===== src/rtl/core/explicit_fd_grid_step_assert.svh =====
// ---------------------------------------------------------------------------
// Assertion macros
// Shared forms of the concurrent checks used by the grid step modules.
// ---------------------------------------------------------------------------
`ifndef EXPLICIT_FD_GRID_STEP_ASSERT_SVH
`define EXPLICIT_FD_GRID_STEP_ASSERT_SVH

// Same-cycle implication, sampled on clk and disabled while rst is high.
`define EFD_ASSERT_IMPL(name, ante, cons) \
  name: assert property (@(posedge clk) disable iff (rst) (ante) |-> (cons)) \
    else $error("grid step assertion failed");

// Next-cycle implication, sampled on clk and disabled while rst is high.
`define EFD_ASSERT_NEXT(name, ante, cons) \
  name: assert property (@(posedge clk) disable iff (rst) (ante) |=> (cons)) \
    else $error("grid step assertion failed");

`endif


===== src/rtl/core/efd_pkg.sv =====
// ---------------------------------------------------------------------------
// Grid step package
// Word types, configuration layout and queue entry shared by the modules.
// ---------------------------------------------------------------------------
`timescale 1ns / 1ps

package efd_pkg;

  localparam int CFG_IDX_W  = 2;
  localparam int CFG_DATA_W = 32;

  localparam logic [CFG_IDX_W-1:0] CFG_STEP_DT    = 2'd0;
  localparam logic [CFG_IDX_W-1:0] CFG_RATE_R     = 2'd1;
  localparam logic [CFG_IDX_W-1:0] CFG_VOLATILITY = 2'd2;

  localparam logic [30:0] STEP_DT_RESET    = 31'd655;
  localparam logic [31:0] RATE_R_RESET     = 32'd0;
  localparam logic [30:0] VOLATILITY_RESET = 31'd13107;

  typedef struct packed {
    logic signed [31:0] v_sample;
    logic signed [31:0] grid_x;
    logic signed [31:0] d1_lower;
    logic signed [31:0] d1_center;
    logic signed [31:0] d1_upper;
    logic signed [31:0] d2_lower;
    logic signed [31:0] d2_center;
    logic signed [31:0] d2_upper;
    logic signed [31:0] boundary_value;
    logic               first_node;
    logic               last_node;
  } node_word_t;

  typedef struct packed {
    logic signed [31:0] u_value;
    logic               pass_end;
  } result_word_t;

  typedef struct packed {
    logic        [30:0] step_dt;
    logic signed [31:0] rate_r;
    logic        [30:0] volatility;
  } cfg_t;

  typedef struct packed {
    logic lead;
    logic interior;
    logic tail;
  } job_ctl_t;

  typedef struct packed {
    job_ctl_t           ctl;
    logic signed [31:0] bnd;
    logic signed [31:0] v_lower;
    logic signed [31:0] v_middle;
    logic signed [31:0] v_upper;
    logic signed [31:0] x_middle;
    logic signed [31:0] c1_lower;
    logic signed [31:0] c1_center;
    logic signed [31:0] c1_upper;
    logic signed [31:0] c2_lower;
    logic signed [31:0] c2_center;
    logic signed [31:0] c2_upper;
  } job_t;

endpackage


===== src/rtl/core/efd_fifo.sv =====
// ---------------------------------------------------------------------------
// Job queue
// Small register queue that decouples the node front end from the solver.
// ---------------------------------------------------------------------------
`timescale 1ns / 1ps

module efd_fifo #(
  parameter int WIDTH = 8,
  parameter int DEPTH = 2
) (
  input  logic             clk,
  input  logic             rst,
  input  logic             push_valid,
  output logic             push_ready,
  input  logic [WIDTH-1:0] push_data,
  output logic             pop_valid,
  input  logic             pop_ready,
  output logic [WIDTH-1:0] pop_data
);

  localparam int PW = (DEPTH > 1) ? $clog2(DEPTH) : 1;
  localparam int CW = $clog2(DEPTH + 1);

  logic [WIDTH-1:0] slots [DEPTH];
  logic [PW-1:0]    wr_ptr;
  logic [PW-1:0]    rd_ptr;
  logic [CW-1:0]    count;
  logic             do_push;
  logic             do_pop;

  assign push_ready = (count != CW'(DEPTH));
  assign pop_valid  = (count != '0);
  assign pop_data   = slots[rd_ptr];
  assign do_push    = push_valid && push_ready;
  assign do_pop     = pop_valid && pop_ready;

  always_ff @(posedge clk) begin
    if (rst) begin
      wr_ptr <= '0;
      rd_ptr <= '0;
      count  <= '0;
    end else begin
      if (do_push) begin
        wr_ptr <= (wr_ptr == PW'(DEPTH - 1)) ? '0 : wr_ptr + 1'b1;
      end
      if (do_pop) begin
        rd_ptr <= (rd_ptr == PW'(DEPTH - 1)) ? '0 : rd_ptr + 1'b1;
      end
      if (do_push && !do_pop) begin
        count <= count + 1'b1;
      end else if (do_pop && !do_push) begin
        count <= count - 1'b1;
      end
    end
  end

  always_ff @(posedge clk) begin
    if (do_push) begin
      slots[wr_ptr] <= push_data;
    end
  end

endmodule


===== src/rtl/core/efd_mul.sv =====
// ---------------------------------------------------------------------------
// Fixed-point multiplier
// Signed product in 16-bit multiplier slices, one slice a cycle, truncated.
// ---------------------------------------------------------------------------
`timescale 1ns / 1ps

`include "explicit_fd_grid_step_assert.svh"

module efd_mul #(
  parameter int DATA_WIDTH = 32,
  parameter int FRAC_BITS  = 16
) (
  input  logic                         clk,
  input  logic                         rst,
  input  logic                         start,
  input  logic signed [DATA_WIDTH-1:0] a,
  input  logic signed [DATA_WIDTH-1:0] b,
  output logic                         busy,
  output logic                         done,
  output logic signed [DATA_WIDTH-1:0] p
);

  localparam int CH  = 16;
  localparam int NCH = (DATA_WIDTH + CH - 1) / CH;
  localparam int BW  = NCH * CH;
  localparam int AW  = BW + DATA_WIDTH + FRAC_BITS;
  localparam int CW  = $clog2(NCH + 1);

  logic signed [DATA_WIDTH-1:0]  a_q;
  logic        [BW-1:0]          b_q;
  logic signed [AW-1:0]          acc;
  logic signed [AW-1:0]          acc_next;
  logic        [CW-1:0]          cnt;
  logic        [CH-1:0]          chunk;
  logic signed [CH:0]            chunk_ext;
  logic signed [DATA_WIDTH+CH:0] partial;

  always_comb begin
    chunk     = b_q[BW-1 -: CH];
    chunk_ext = (cnt == CW'(NCH)) ? {chunk[CH-1], chunk} : {1'b0, chunk};
    partial   = a_q * chunk_ext;
    acc_next  = (acc <<< CH) + AW'(partial);
  end

  always_ff @(posedge clk) begin
    if (rst) begin
      busy <= 1'b0;
      done <= 1'b0;
      cnt  <= '0;
    end else begin
      done <= 1'b0;
      if (start) begin
        busy <= 1'b1;
        cnt  <= CW'(NCH);
      end else if (busy) begin
        cnt <= cnt - 1'b1;
        if (cnt == CW'(1)) begin
          busy <= 1'b0;
          done <= 1'b1;
        end
      end
    end
  end

  always_ff @(posedge clk) begin
    if (start) begin
      a_q <= a;
      b_q <= BW'(b);
      acc <= '0;
    end else if (busy) begin
      acc <= acc_next;
      b_q <= b_q << CH;
      if (cnt == CW'(1)) begin
        p <= acc_next[FRAC_BITS +: DATA_WIDTH];
      end
    end
  end

  `EFD_ASSERT_NEXT(a_last_slice_done, busy && !start && (cnt == CW'(1)), done)
  `EFD_ASSERT_IMPL(a_busy_count, busy, cnt != '0)

endmodule


===== src/rtl/core/efd_front.sv =====
// ---------------------------------------------------------------------------
// Node front end
// Holds the two-node window; a node with results becomes a queued job word.
// ---------------------------------------------------------------------------
`timescale 1ns / 1ps

module efd_front (
  input  logic                clk,
  input  logic                rst,
  input  logic                node_valid,
  output logic                node_ready,
  input  efd_pkg::node_word_t node,
  output logic                job_valid,
  input  logic                job_ready,
  output efd_pkg::job_t       job
);

  import efd_pkg::*;

  logic signed [31:0] v_lower;
  logic signed [31:0] v_middle;
  logic signed [31:0] x_middle;
  logic signed [31:0] c1_lower_m;
  logic signed [31:0] c1_center_m;
  logic signed [31:0] c2_lower_m;
  logic signed [31:0] c2_center_m;
  logic [1:0]         nodes_seen;
  logic [1:0]         seen_eff;
  logic [1:0]         nodes_seen_next;
  logic               accept;

  assign node_ready = job_ready;
  assign accept     = node_valid && job_ready;

  always_comb begin
    seen_eff = node.first_node ? 2'd0 : nodes_seen;
    if (node.last_node) begin
      nodes_seen_next = 2'd0;
    end else if (seen_eff == 2'd2) begin
      nodes_seen_next = 2'd2;
    end else begin
      nodes_seen_next = seen_eff + 2'd1;
    end

    job.ctl.lead     = node.first_node;
    job.ctl.interior = (seen_eff == 2'd2);
    job.ctl.tail     = node.last_node;
    job.bnd          = node.boundary_value;
    job.v_lower      = v_lower;
    job.v_middle     = v_middle;
    job.v_upper      = node.v_sample;
    job.x_middle     = x_middle;
    job.c1_lower     = c1_lower_m;
    job.c1_center    = c1_center_m;
    job.c1_upper     = node.d1_upper;
    job.c2_lower     = c2_lower_m;
    job.c2_center    = c2_center_m;
    job.c2_upper     = node.d2_upper;

    job_valid = node_valid && (job.ctl.lead || job.ctl.interior || job.ctl.tail);
  end

  always_ff @(posedge clk) begin
    if (rst) begin
      nodes_seen  <= 2'd0;
      v_lower     <= '0;
      v_middle    <= '0;
      x_middle    <= '0;
      c1_lower_m  <= '0;
      c1_center_m <= '0;
      c2_lower_m  <= '0;
      c2_center_m <= '0;
    end else if (accept) begin
      nodes_seen  <= nodes_seen_next;
      v_lower     <= v_middle;
      v_middle    <= node.v_sample;
      x_middle    <= node.grid_x;
      c1_lower_m  <= node.d1_lower;
      c1_center_m <= node.d1_center;
      c2_lower_m  <= node.d2_lower;
      c2_center_m <= node.d2_center;
    end
  end

endmodule


===== src/rtl/core/efd_back.sv =====
// ---------------------------------------------------------------------------
// Solver back end
// Runs interior jobs on the shared multiplier and drives the result register.
// ---------------------------------------------------------------------------
`timescale 1ns / 1ps

`include "explicit_fd_grid_step_assert.svh"

module efd_back #(
  parameter int DATA_WIDTH = 32,
  parameter int FRAC_BITS  = 16
) (
  input  logic                  clk,
  input  logic                  rst,
  input  efd_pkg::cfg_t         cfg,
  input  logic                  pop_valid,
  output logic                  pop_ready,
  input  efd_pkg::job_t         pop_data,
  output logic                  result_valid,
  input  logic                  result_ready,
  output efd_pkg::result_word_t result
);

  import efd_pkg::*;

  typedef enum logic [4:0] {
    S_IDLE = 5'b00001,
    S_LEAD = 5'b00010,
    S_CALC = 5'b00100,
    S_INT  = 5'b01000,
    S_TAIL = 5'b10000
  } state_t;

  typedef enum logic [3:0] {
    OP_D1L, OP_D1C, OP_D1U, OP_D2L, OP_D2C, OP_D2U, OP_T0, OP_RX,
    OP_T1, OP_SS, OP_HSS, OP_XX, OP_PROD, OP_T2, OP_FIN
  } op_t;

  localparam logic [DATA_WIDTH-1:0] HALF =
    {{(DATA_WIDTH - 1){1'b0}}, 1'b1} << (FRAC_BITS - 1);

  state_t state;
  state_t state_next;
  op_t    op;
  logic   pending;
  job_t   job;

  logic signed [DATA_WIDTH-1:0] d1;
  logic signed [DATA_WIDTH-1:0] d2;
  logic signed [DATA_WIDTH-1:0] sum;
  logic signed [DATA_WIDTH-1:0] tmp;
  logic signed [DATA_WIDTH-1:0] tmp2;
  logic signed [DATA_WIDTH-1:0] u;

  logic signed [DATA_WIDTH-1:0] vl, vm, vu, xm;
  logic signed [DATA_WIDTH-1:0] c1l, c1c, c1u, c2l, c2c, c2u;
  logic signed [DATA_WIDTH-1:0] dt, r, s;

  logic                         mul_start;
  logic                         mul_busy;
  logic                         mul_done;
  logic signed [DATA_WIDTH-1:0] mul_a;
  logic signed [DATA_WIDTH-1:0] mul_b;
  logic signed [DATA_WIDTH-1:0] mul_p;

  logic         out_free;
  logic         out_load;
  result_word_t out_word;

  assign vl  = DATA_WIDTH'(job.v_lower);
  assign vm  = DATA_WIDTH'(job.v_middle);
  assign vu  = DATA_WIDTH'(job.v_upper);
  assign xm  = DATA_WIDTH'(job.x_middle);
  assign c1l = DATA_WIDTH'(job.c1_lower);
  assign c1c = DATA_WIDTH'(job.c1_center);
  assign c1u = DATA_WIDTH'(job.c1_upper);
  assign c2l = DATA_WIDTH'(job.c2_lower);
  assign c2c = DATA_WIDTH'(job.c2_center);
  assign c2u = DATA_WIDTH'(job.c2_upper);
  assign dt  = DATA_WIDTH'(cfg.step_dt);
  assign r   = DATA_WIDTH'(cfg.rate_r);
  assign s   = DATA_WIDTH'(cfg.volatility);

  assign out_free = !result_valid || result_ready;

  always_comb begin
    case (op)
      OP_D1L:  begin mul_a = c1l;  mul_b = vl;   end
      OP_D1C:  begin mul_a = c1c;  mul_b = vm;   end
      OP_D1U:  begin mul_a = c1u;  mul_b = vu;   end
      OP_D2L:  begin mul_a = c2l;  mul_b = vl;   end
      OP_D2C:  begin mul_a = c2c;  mul_b = vm;   end
      OP_D2U:  begin mul_a = c2u;  mul_b = vu;   end
      OP_T0:   begin mul_a = r;    mul_b = vm;   end
      OP_RX:   begin mul_a = r;    mul_b = xm;   end
      OP_T1:   begin mul_a = tmp;  mul_b = d1;   end
      OP_SS:   begin mul_a = s;    mul_b = s;    end
      OP_HSS:  begin mul_a = HALF; mul_b = tmp;  end
      OP_XX:   begin mul_a = xm;   mul_b = xm;   end
      OP_PROD: begin mul_a = tmp;  mul_b = tmp2; end
      OP_T2:   begin mul_a = tmp;  mul_b = d2;   end
      OP_FIN:  begin mul_a = dt;   mul_b = sum;  end
      default: begin mul_a = '0;   mul_b = '0;   end
    endcase
  end

  always_comb begin
    state_next = state;
    out_load   = 1'b0;
    out_word   = '0;
    pop_ready  = 1'b0;
    mul_start  = 1'b0;
    case (state)
      S_IDLE: begin
        pop_ready = 1'b1;
        if (pop_valid) begin
          if (pop_data.ctl.lead) begin
            state_next = S_LEAD;
          end else if (pop_data.ctl.interior) begin
            state_next = S_CALC;
          end else if (pop_data.ctl.tail) begin
            state_next = S_TAIL;
          end
        end
      end
      S_LEAD: begin
        if (out_free) begin
          out_load          = 1'b1;
          out_word.u_value  = job.bnd;
          out_word.pass_end = 1'b0;
          if (job.ctl.interior) begin
            state_next = S_CALC;
          end else if (job.ctl.tail) begin
            state_next = S_TAIL;
          end else begin
            state_next = S_IDLE;
          end
        end
      end
      S_CALC: begin
        mul_start = pending;
        if (mul_done && (op == OP_FIN)) begin
          state_next = S_INT;
        end
      end
      S_INT: begin
        if (out_free) begin
          out_load          = 1'b1;
          out_word.u_value  = 32'(u);
          out_word.pass_end = 1'b0;
          state_next        = job.ctl.tail ? S_TAIL : S_IDLE;
        end
      end
      S_TAIL: begin
        if (out_free) begin
          out_load          = 1'b1;
          out_word.u_value  = job.bnd;
          out_word.pass_end = 1'b1;
          state_next        = S_IDLE;
        end
      end
      default: begin
        state_next = S_IDLE;
      end
    endcase
  end

  always_ff @(posedge clk) begin
    if (rst) begin
      state        <= S_IDLE;
      op           <= OP_D1L;
      pending      <= 1'b0;
      result_valid <= 1'b0;
    end else begin
      state <= state_next;
      if ((state_next == S_CALC) && (state != S_CALC)) begin
        op      <= OP_D1L;
        pending <= 1'b1;
      end else if (state == S_CALC) begin
        if (mul_start) begin
          pending <= 1'b0;
        end
        if (mul_done && (op != OP_FIN)) begin
          op      <= op_t'(4'(op + 4'd1));
          pending <= 1'b1;
        end
      end
      if (out_load) begin
        result_valid <= 1'b1;
      end else if (result_ready) begin
        result_valid <= 1'b0;
      end
    end
  end

  always_ff @(posedge clk) begin
    if (pop_valid && pop_ready) begin
      job <= pop_data;
    end
    if (out_load) begin
      result <= out_word;
    end
    if (mul_done) begin
      case (op)
        OP_D1L:  d1   <= mul_p;
        OP_D1C:  d1   <= d1 + mul_p;
        OP_D1U:  d1   <= d1 + mul_p;
        OP_D2L:  d2   <= mul_p;
        OP_D2C:  d2   <= d2 + mul_p;
        OP_D2U:  d2   <= d2 + mul_p;
        OP_T0:   sum  <= mul_p;
        OP_RX:   tmp  <= mul_p;
        OP_T1:   sum  <= sum - mul_p;
        OP_SS:   tmp  <= mul_p;
        OP_HSS:  tmp  <= mul_p;
        OP_XX:   tmp2 <= mul_p;
        OP_PROD: tmp  <= mul_p;
        OP_T2:   sum  <= sum - mul_p;
        OP_FIN:  u    <= vm - mul_p;
        default: u    <= u;
      endcase
    end
  end

  efd_mul #(
    .DATA_WIDTH(DATA_WIDTH),
    .FRAC_BITS (FRAC_BITS)
  ) u_mul (
    .clk  (clk),
    .rst  (rst),
    .start(mul_start),
    .a    (mul_a),
    .b    (mul_b),
    .busy (mul_busy),
    .done (mul_done),
    .p    (mul_p)
  );

  `EFD_ASSERT_IMPL(a_start_when_free, mul_start, !mul_busy)
  `EFD_ASSERT_IMPL(a_done_in_calc, mul_done, state == S_CALC)
  `EFD_ASSERT_IMPL(a_int_from_job, state == S_INT, job.ctl.interior)

endmodule


===== src/rtl/core/explicit_fd_grid_step.sv =====
// ---------------------------------------------------------------------------
// Explicit finite-difference grid step
// One explicit time step of the Black-Scholes equation over a node stream.
// ---------------------------------------------------------------------------
// Nodes enter on the node channel, one word per node, lowest node of a pass
// first. Results leave on the result channel: the lower boundary on a first
// node, the value at t for the middle of the window when the next node
// arrives, and the upper boundary with pass_end set on a last node.
// Configuration is written through cfg_we, cfg_index and cfg_data. The user
// must write it only while the block is idle; the block does not enforce it.
// A node that completes an interior value runs fifteen products one after
// the other through a single multiplier that handles 16 bits of one operand
// per cycle. Nodes are queued ahead of the solver, so the node channel keeps
// accepting while a result waits; when the receiver stalls, the result
// register holds its word and the queue fills, then node_ready falls.
// Reset empties the queue and the window and restores the register defaults.
// ---------------------------------------------------------------------------
`timescale 1ns / 1ps

module explicit_fd_grid_step #(
  parameter int DATA_WIDTH  = 32,
  parameter int FRAC_BITS   = 16,
  parameter int QUEUE_DEPTH = 2
) (
  input  logic                                 clk,
  input  logic                                 rst,
  input  logic                                 cfg_we,
  input  logic [efd_pkg::CFG_IDX_W-1:0]        cfg_index,
  input  logic [efd_pkg::CFG_DATA_W-1:0]       cfg_data,
  input  logic                                 node_valid,
  output logic                                 node_ready,
  input  efd_pkg::node_word_t                  node,
  output logic                                 result_valid,
  input  logic                                 result_ready,
  output efd_pkg::result_word_t                result
);

  import efd_pkg::*;

  cfg_t cfg;
  logic job_valid;
  logic job_ready;
  job_t job;
  logic q_valid;
  logic q_ready;
  job_t q_job;

  always_ff @(posedge clk) begin
    if (rst) begin
      cfg.step_dt    <= STEP_DT_RESET;
      cfg.rate_r     <= RATE_R_RESET;
      cfg.volatility <= VOLATILITY_RESET;
    end else if (cfg_we) begin
      case (cfg_index)
        CFG_STEP_DT:    cfg.step_dt    <= cfg_data[30:0];
        CFG_RATE_R:     cfg.rate_r     <= cfg_data;
        CFG_VOLATILITY: cfg.volatility <= cfg_data[30:0];
        default: begin
        end
      endcase
    end
  end

  efd_front u_front (
    .clk       (clk),
    .rst       (rst),
    .node_valid(node_valid),
    .node_ready(node_ready),
    .node      (node),
    .job_valid (job_valid),
    .job_ready (job_ready),
    .job       (job)
  );

  efd_fifo #(
    .WIDTH($bits(job_t)),
    .DEPTH(QUEUE_DEPTH)
  ) u_queue (
    .clk       (clk),
    .rst       (rst),
    .push_valid(job_valid),
    .push_ready(job_ready),
    .push_data (job),
    .pop_valid (q_valid),
    .pop_ready (q_ready),
    .pop_data  (q_job)
  );

  efd_back #(
    .DATA_WIDTH(DATA_WIDTH),
    .FRAC_BITS (FRAC_BITS)
  ) u_back (
    .clk         (clk),
    .rst         (rst),
    .cfg         (cfg),
    .pop_valid   (q_valid),
    .pop_ready   (q_ready),
    .pop_data    (q_job),
    .result_valid(result_valid),
    .result_ready(result_ready),
    .result      (result)
  );

endmodule


===== config.mk =====
export PLATFORM = sky130hd
export DESIGN_NAME = explicit_fd_grid_step
export DESIGN_NICKNAME = d
export VERILOG_FILES = /design/src/rtl/core/efd_pkg.sv /design/src/rtl/core/efd_fifo.sv /design/src/rtl/core/efd_mul.sv /design/src/rtl/core/efd_front.sv /design/src/rtl/core/efd_back.sv /design/src/rtl/core/explicit_fd_grid_step.sv
export VERILOG_INCLUDE_DIRS = /design/src /design/src/rtl/core
export SDC_FILE = /design/constraint.sdc
export NUM_CORES = 2
export LEC_CHECK = 0
export ABC_AREA = 1
export BUFFER_PORTS_ARGS = -buffer_cell sky130_fd_sc_hd__clkbuf_2
export CAP_MARGIN = 20
export CORE_AREA = 8 8 572 574
export CTS_CLUSTER_DIAMETER = 80
export DETAILED_ROUTE_END_ITERATION = 10
export DIE_AREA = 0 0 580 582
export SLEW_MARGIN = 20
export SYNTH_ARGS = -nofsm -noshare
export SYNTH_HDL_FRONTEND = slang
export SYNTH_SLANG_ARGS = --single-unit

===== constraint.sdc =====
create_clock -name clk -period 28.3 [get_ports clk]
set_clock_uncertainty 0.2 [all_clocks]
set_input_delay 5.66 -clock clk [delete_from_list [all_inputs] [get_ports clk]]
set_output_delay 5.66 -clock clk [all_outputs]
set_load 0.01 [all_outputs]

==> flow_results.xml <==
<?xml version="1.0" encoding="UTF-8"?>
<metrics>
  <group name="synth">
    <metric name="async_flop_share" unit="">0</metric>
    <metric name="yosys.area_share.adder" unit="">0.154</metric>
    <metric name="dominantRegCellSynth" unit="">sky130_fd_sc_hd__edfxtp_1</metric>
    <metric name="synth.ff_latch_count" unit="">1757</metric>
    <metric name="ys.warnings.count" unit="">0</metric>
    <metric name="synthSimpleGateAreaFrac" unit="">0.154</metric>
    <metric name="synth_top_family_by_area" unit="">simple AND/OR/NAND/NOR gates</metric>
    <metric name="mappedNetlistArea" unit="um^2">94800</metric>
    <metric name="yosysTopAreaCell" unit="">sky130_fd_sc_hd__edfxtp_1</metric>
    <metric name="mux_contribution_to_synthesized_area" unit="">0.0418</metric>
    <metric name="post_synth_num_cell_types" unit="">50</metric>
    <metric name="synth_edf_count" unit="">1385</metric>
    <metric name="register_area_share_after_synthesis" unit="">0.517</metric>
    <metric name="synth.top_cells.by_area" unit="">sky130_fd_sc_hd__edfxtp_1 44%, sky130_fd_sc_hd__fa_1 12%, sky130_fd_sc_hd__nand2_1 8.7%, sky130_fd_sc_hd__dfxtp_1 7.9%, sky130_fd_sc_hd__inv_1 5.4%</metric>
    <metric name="postSynthCellCount" unit="">9323</metric>
    <metric name="synth.top_cell.area_share" unit="">0.439</metric>
    <metric name="synthesis.area_per_instance" unit="um^2">10.2</metric>
    <metric name="synthesized_area_fraction_occupied_by_ao_oa_aoi_and_oai_cells" unit="">0.0574</metric>
    <metric name="synth_fp_nets" unit="">10500</metric>
    <metric name="xor_xnor_portion_of_the_synthesized_cell_area" unit="">0.00527</metric>
  </group>
  <group name="sta">
    <metric name="tightestPinTransition" unit="ns">1.24</metric>
    <metric name="finalSetupViolations" unit="">0</metric>
    <metric name="final.setup.tns" unit="ns">0</metric>
    <metric name="slew_headroom" unit="">0.170</metric>
    <metric name="final_max_slew_viol_count" unit="">0</metric>
    <metric name="maximum_achievable_frequency" unit="MHz">93.2</metric>
    <metric name="final_critical_path_required_period" unit="ns">10.73</metric>
    <metric name="hold_viol" unit="">0</metric>
    <metric name="layout_worst_path_cycle_share" unit="">0.379</metric>
    <metric name="fin_hold_ws" unit="ns">0.251</metric>
    <metric name="rsz0062_at_grt" unit="">no</metric>
  </group>
  <group name="grt">
    <metric name="first_pass_grt_wire_length" unit="mm">459</metric>
    <metric name="gr-usage-all-layers" unit="">0.182</metric>
    <metric name="grt-ovfl-total" unit="">0</metric>
    <metric name="largest_net_degree_at_the_start_of_global_routing" unit="">154</metric>
    <metric name="grt_antenna_before_repair" unit="">50</metric>
    <metric name="first_global_vias" unit="">66900</metric>
  </group>
  <group name="cts">
    <metric name="cts_num_sinks" unit="">1757</metric>
    <metric name="cts_tree" unit="">yes</metric>
    <metric name="holdBufCountCts" unit="">0</metric>
    <metric name="clock_path_buffers" unit="">3</metric>
    <metric name="cts_resized" unit="">0</metric>
    <metric name="cts.root.buffer_cell" unit="">sky130_fd_sc_hd__clkbuf_16</metric>
    <metric name="htree_levels" unit="">4</metric>
    <metric name="cts-buffers-inserted" unit="">178</metric>
    <metric name="post-cts-setup-buffer-count" unit="">0</metric>
    <metric name="clk_pin_slew_worst_paths" unit="ns">0.06</metric>
    <metric name="worstSkewPairLatency" unit="ns">0.85</metric>
  </group>
  <group name="critical_path">
    <metric name="crit_top_cell" unit="">sky130_fd_sc_hd__buf_4</metric>
    <metric name="critical_path.slowest_cell" unit="">sky130_fd_sc_hd__buf_4</metric>
    <metric name="worstSetupEndpointType" unit="">flop</metric>
    <metric name="worst-endpoint-arrival" unit="ns">10.96</metric>
    <metric name="cp_cell_sequence" unit="">clkbuf_2 -&gt; nand2_4 -&gt; inv_8 -&gt; o31ai_1 -&gt; nor2_4 -&gt; buf_4 -&gt; buf_4 -&gt; buf_4 -&gt; buf_4</metric>
    <metric name="critical_path.reg2reg.endpoint" unit="">u_back.u_mul.p[31]$_DFFE_PP_</metric>
    <metric name="crit_path_start" unit="">node_valid</metric>
    <metric name="cp_slowest_stage_delay" unit="ns">0.89</metric>
    <metric name="crit_buf_inv" unit="">6</metric>
    <metric name="r2r_setup_slack" unit="ns">21.14</metric>
    <metric name="start_kind" unit="">primary input</metric>
    <metric name="worstPathRequired" unit="ns">28.54</metric>
    <metric name="timing.critical_path.max_delay_family" unit="">buffers and inverters</metric>
    <metric name="timing.rr.start" unit="">u_back.u_mul.b_q[18]$_DFFE_PP_</metric>
    <metric name="timing.setup.critical_path_class" unit="">primary input to flop</metric>
    <metric name="timing.critical_path.fanout_max" unit="">95</metric>
    <metric name="worst-r2r-cell-count" unit="">21</metric>
  </group>
  <group name="place">
    <metric name="dpl.hpwl" unit="mm">240</metric>
    <metric name="place.port_buffers" unit="">363</metric>
    <metric name="replace_congestion" unit="">0.990</metric>
    <metric name="placed_cells" unit="">13600</metric>
  </group>
  <group name="layout">
    <metric name="synthToLayoutAreaGrowth" unit="%">13.6</metric>
    <metric name="nFillCells" unit="">32300</metric>
    <metric name="final_cell_mix" unit="">2189 x sky130_fd_sc_hd__nand2_1, 1385 x sky130_fd_sc_hd__edfxtp_1, 1352 x sky130_fd_sc_hd__inv_1</metric>
    <metric name="instances_no_fill" unit="">14000</metric>
    <metric name="net_count_reported_at_finish" unit="">10800</metric>
    <metric name="layout-drive-gt1-share" unit="">0.120</metric>
    <metric name="mostFrequentLayoutCell" unit="">sky130_fd_sc_hd__nand2_1</metric>
  </group>
  <group name="pwr">
    <metric name="power.total" unit="mW">9.90</metric>
    <metric name="leakagePower" unit="nW">45.5</metric>
    <metric name="peakVddDrop" unit="mV">0.0807</metric>
    <metric name="cellPowerDensity" unit="nW/um^2">92.0</metric>
  </group>
  <group name="detailed_routing">
    <metric name="number_of_iterations_in_the_first_detailed_routing_pass" unit="">6</metric>
    <metric name="routed_via_density" unit="">4.84</metric>
    <metric name="initialDrtViolationCount" unit="">6710</metric>
    <metric name="drt-total-wl" unit="mm">317</metric>
    <metric name="routed-via-count" unit="">67700</metric>
    <metric name="routed_wire_length_per_instance" unit="um">22.6</metric>
    <metric name="drt_drc_violations_left" unit="">0</metric>
    <metric name="ant_nets" unit="">0</metric>
  </group>
  <group name="job">
    <metric name="cap_violations" unit="">0</metric>
  </group>
  <group name="floorplan">
    <metric name="dieArea" unit="um^2">338000</metric>
    <metric name="floorplan.rows" unit="">208</metric>
    <metric name="die_y" unit="um">582</metric>
    <metric name="io_pins" unit="">364</metric>
    <metric name="dieWidth" unit="um">580</metric>
    <metric name="core_region_area" unit="um^2">319000</metric>
    <metric name="initial_utilization" unit="">0.297</metric>
  </group>
  <group name="outcome">
    <metric name="status" unit="">finished clean</metric>
  </group>
  <group name="worst_hold_path">
    <metric name="min_delay_path_depth" unit="">1</metric>
    <metric name="hold_path.startpoint" unit="">u_queue.rd_ptr$_SDFFE_PP0P_</metric>
    <metric name="class_of_the_most_critical_hold_timing_path" unit="">flop to flop</metric>
  </group>
</metrics>
per-stage QoR:
stage	utilization	instance area [um^2]	worst slack [ns]
global route	0.337	108000	17.20
finish	0.338	108000	17.57
CTS	0.337	108000	17.52
global placement	0.318	101000	16.70
floorplan	-	94800	6.21
detailed placement	0.318	101000	16.62
worst max path at each step:
| stage | endpoint | cells after the start | slack (ns) |
|---|---|---|---|
| 2_1_floorplan | u_queue.slots[1][0]$_DFFE_PP_ | 6 | 6.21 |
| 6_report | u_queue.slots[1][287]$_DFFE_PP_ | 9 | 17.57 |
| 4_1_cts | u_queue.slots[1][237]$_DFFE_PP_ | 9 | 17.52 |
| 5_1_grt | u_queue.slots[1][272]$_DFFE_PP_ | 9 | 17.20 |
| 3_3_place_gp | u_queue.slots[1][237]$_DFFE_PP_ | 9 | 16.70 |
| 3_5_place_dp | u_queue.slots[1][237]$_DFFE_PP_ | 9 | 16.62 |
cell type report:
| class | count | area (um^2) | share of cell area |
|---|---|---|---|
| multi-input combinational | 5839 | 39200 | 0.365 |
| clock inverter | 94 | 1190 | 0.0111 |
| clock buffer | 242 | 4940 | 0.0459 |
| timing repair buffer | 484 | 2760 | 0.0256 |
| antenna | 27 | 67.6 | 0.000628 |
| inverter | 1368 | 5150 | 0.0478 |
| sequential | 1757 | 49000 | 0.456 |
| tap | 4200 | 5260 | 0.0488 |
metal layers:
metal | wire [um] | global-route usage
met4 | 16900 | 0.0858
met2 | 141000 | 0.286
met1 | 134000 | 0.239
met3 | 25200 | 0.0409
met5 | 127 | 0
worst register-to-register path, delay by kind of cell (launching register included):
| kind | cells | cell delay [ns] |
|---|---|---|
| DFF | 1 | 0.33 |
| adders and majority gates | 7 | 3.84 |
| buffers and inverters | 4 | 0.87 |
| AOI/OAI and AO/OA | 1 | 0.26 |
| and+or+nand+nor | 9 | 1.40 |
power breakdown:
group / switching (mW) / total [mW] / internal [mW]
Clock: 1.05 / 2.46 / 1.41
Sequential: 0.358 / 3.90 / 3.54
Combinational: 2.41 / 3.54 / 1.13
Total: 3.81 / 9.90 / 6.08
state kept, by name (all words and copies together), names as in the netlist, 33 cells and up, named ones only:
name and flops:
u_back.result 33, u_queue.slots 710, cfg 94, u_back.job 34
cells in the mapped netlist, types with 5 or more instances:
master                     number
sky130_fd_sc_hd__and3_1         6
sky130_fd_sc_hd__xor2_1        44
sky130_fd_sc_hd__o211ai_1       6
sky130_fd_sc_hd__a211oi_1      20
sky130_fd_sc_hd__nand4_1      107
sky130_fd_sc_hd__a221oi_1      50
sky130_fd_sc_hd__and2_1        23
sky130_fd_sc_hd__a31oi_1        8
sky130_fd_sc_hd__a22o_1        11
sky130_fd_sc_hd__nand2_2        5
sky130_fd_sc_hd__a21o_1        11
sky130_fd_sc_hd__nor3_1        30
sky130_fd_sc_hd__a21oi_1      248
sky130_fd_sc_hd__clkbuf_1     255
sky130_fd_sc_hd__a22oi_1       73
sky130_fd_sc_hd__nand2_1     2191
sky130_fd_sc_hd__ha_1         274
sky130_fd_sc_hd__or2_2         23
sky130_fd_sc_hd__fa_1         559
sky130_fd_sc_hd__buf_2         89
sky130_fd_sc_hd__inv_2         11
sky130_fd_sc_hd__a41oi_1        5
sky130_fd_sc_hd__o21bai_1      33
sky130_fd_sc_hd__xnor2_1       13
sky130_fd_sc_hd__nand3b_1      17
sky130_fd_sc_hd__nor2_1       927
sky130_fd_sc_hd__o21ai_0      469
sky130_fd_sc_hd__buf_1         13
sky130_fd_sc_hd__edfxtp_1    1385
sky130_fd_sc_hd__nand3_1      301
sky130_fd_sc_hd__dfxtp_1      372
sky130_fd_sc_hd__inv_1       1355
sky130_fd_sc_hd__mux2_2       352
logic make-up after synthesis:
logic type / Yosys count
fa+ha+maj: 833
compound gates: 954
simple gates: 3643
buf+inv: 1727
flops: 1757
mux: 352
xor+xnor: 57
Power figures use the tool's default switching activity.
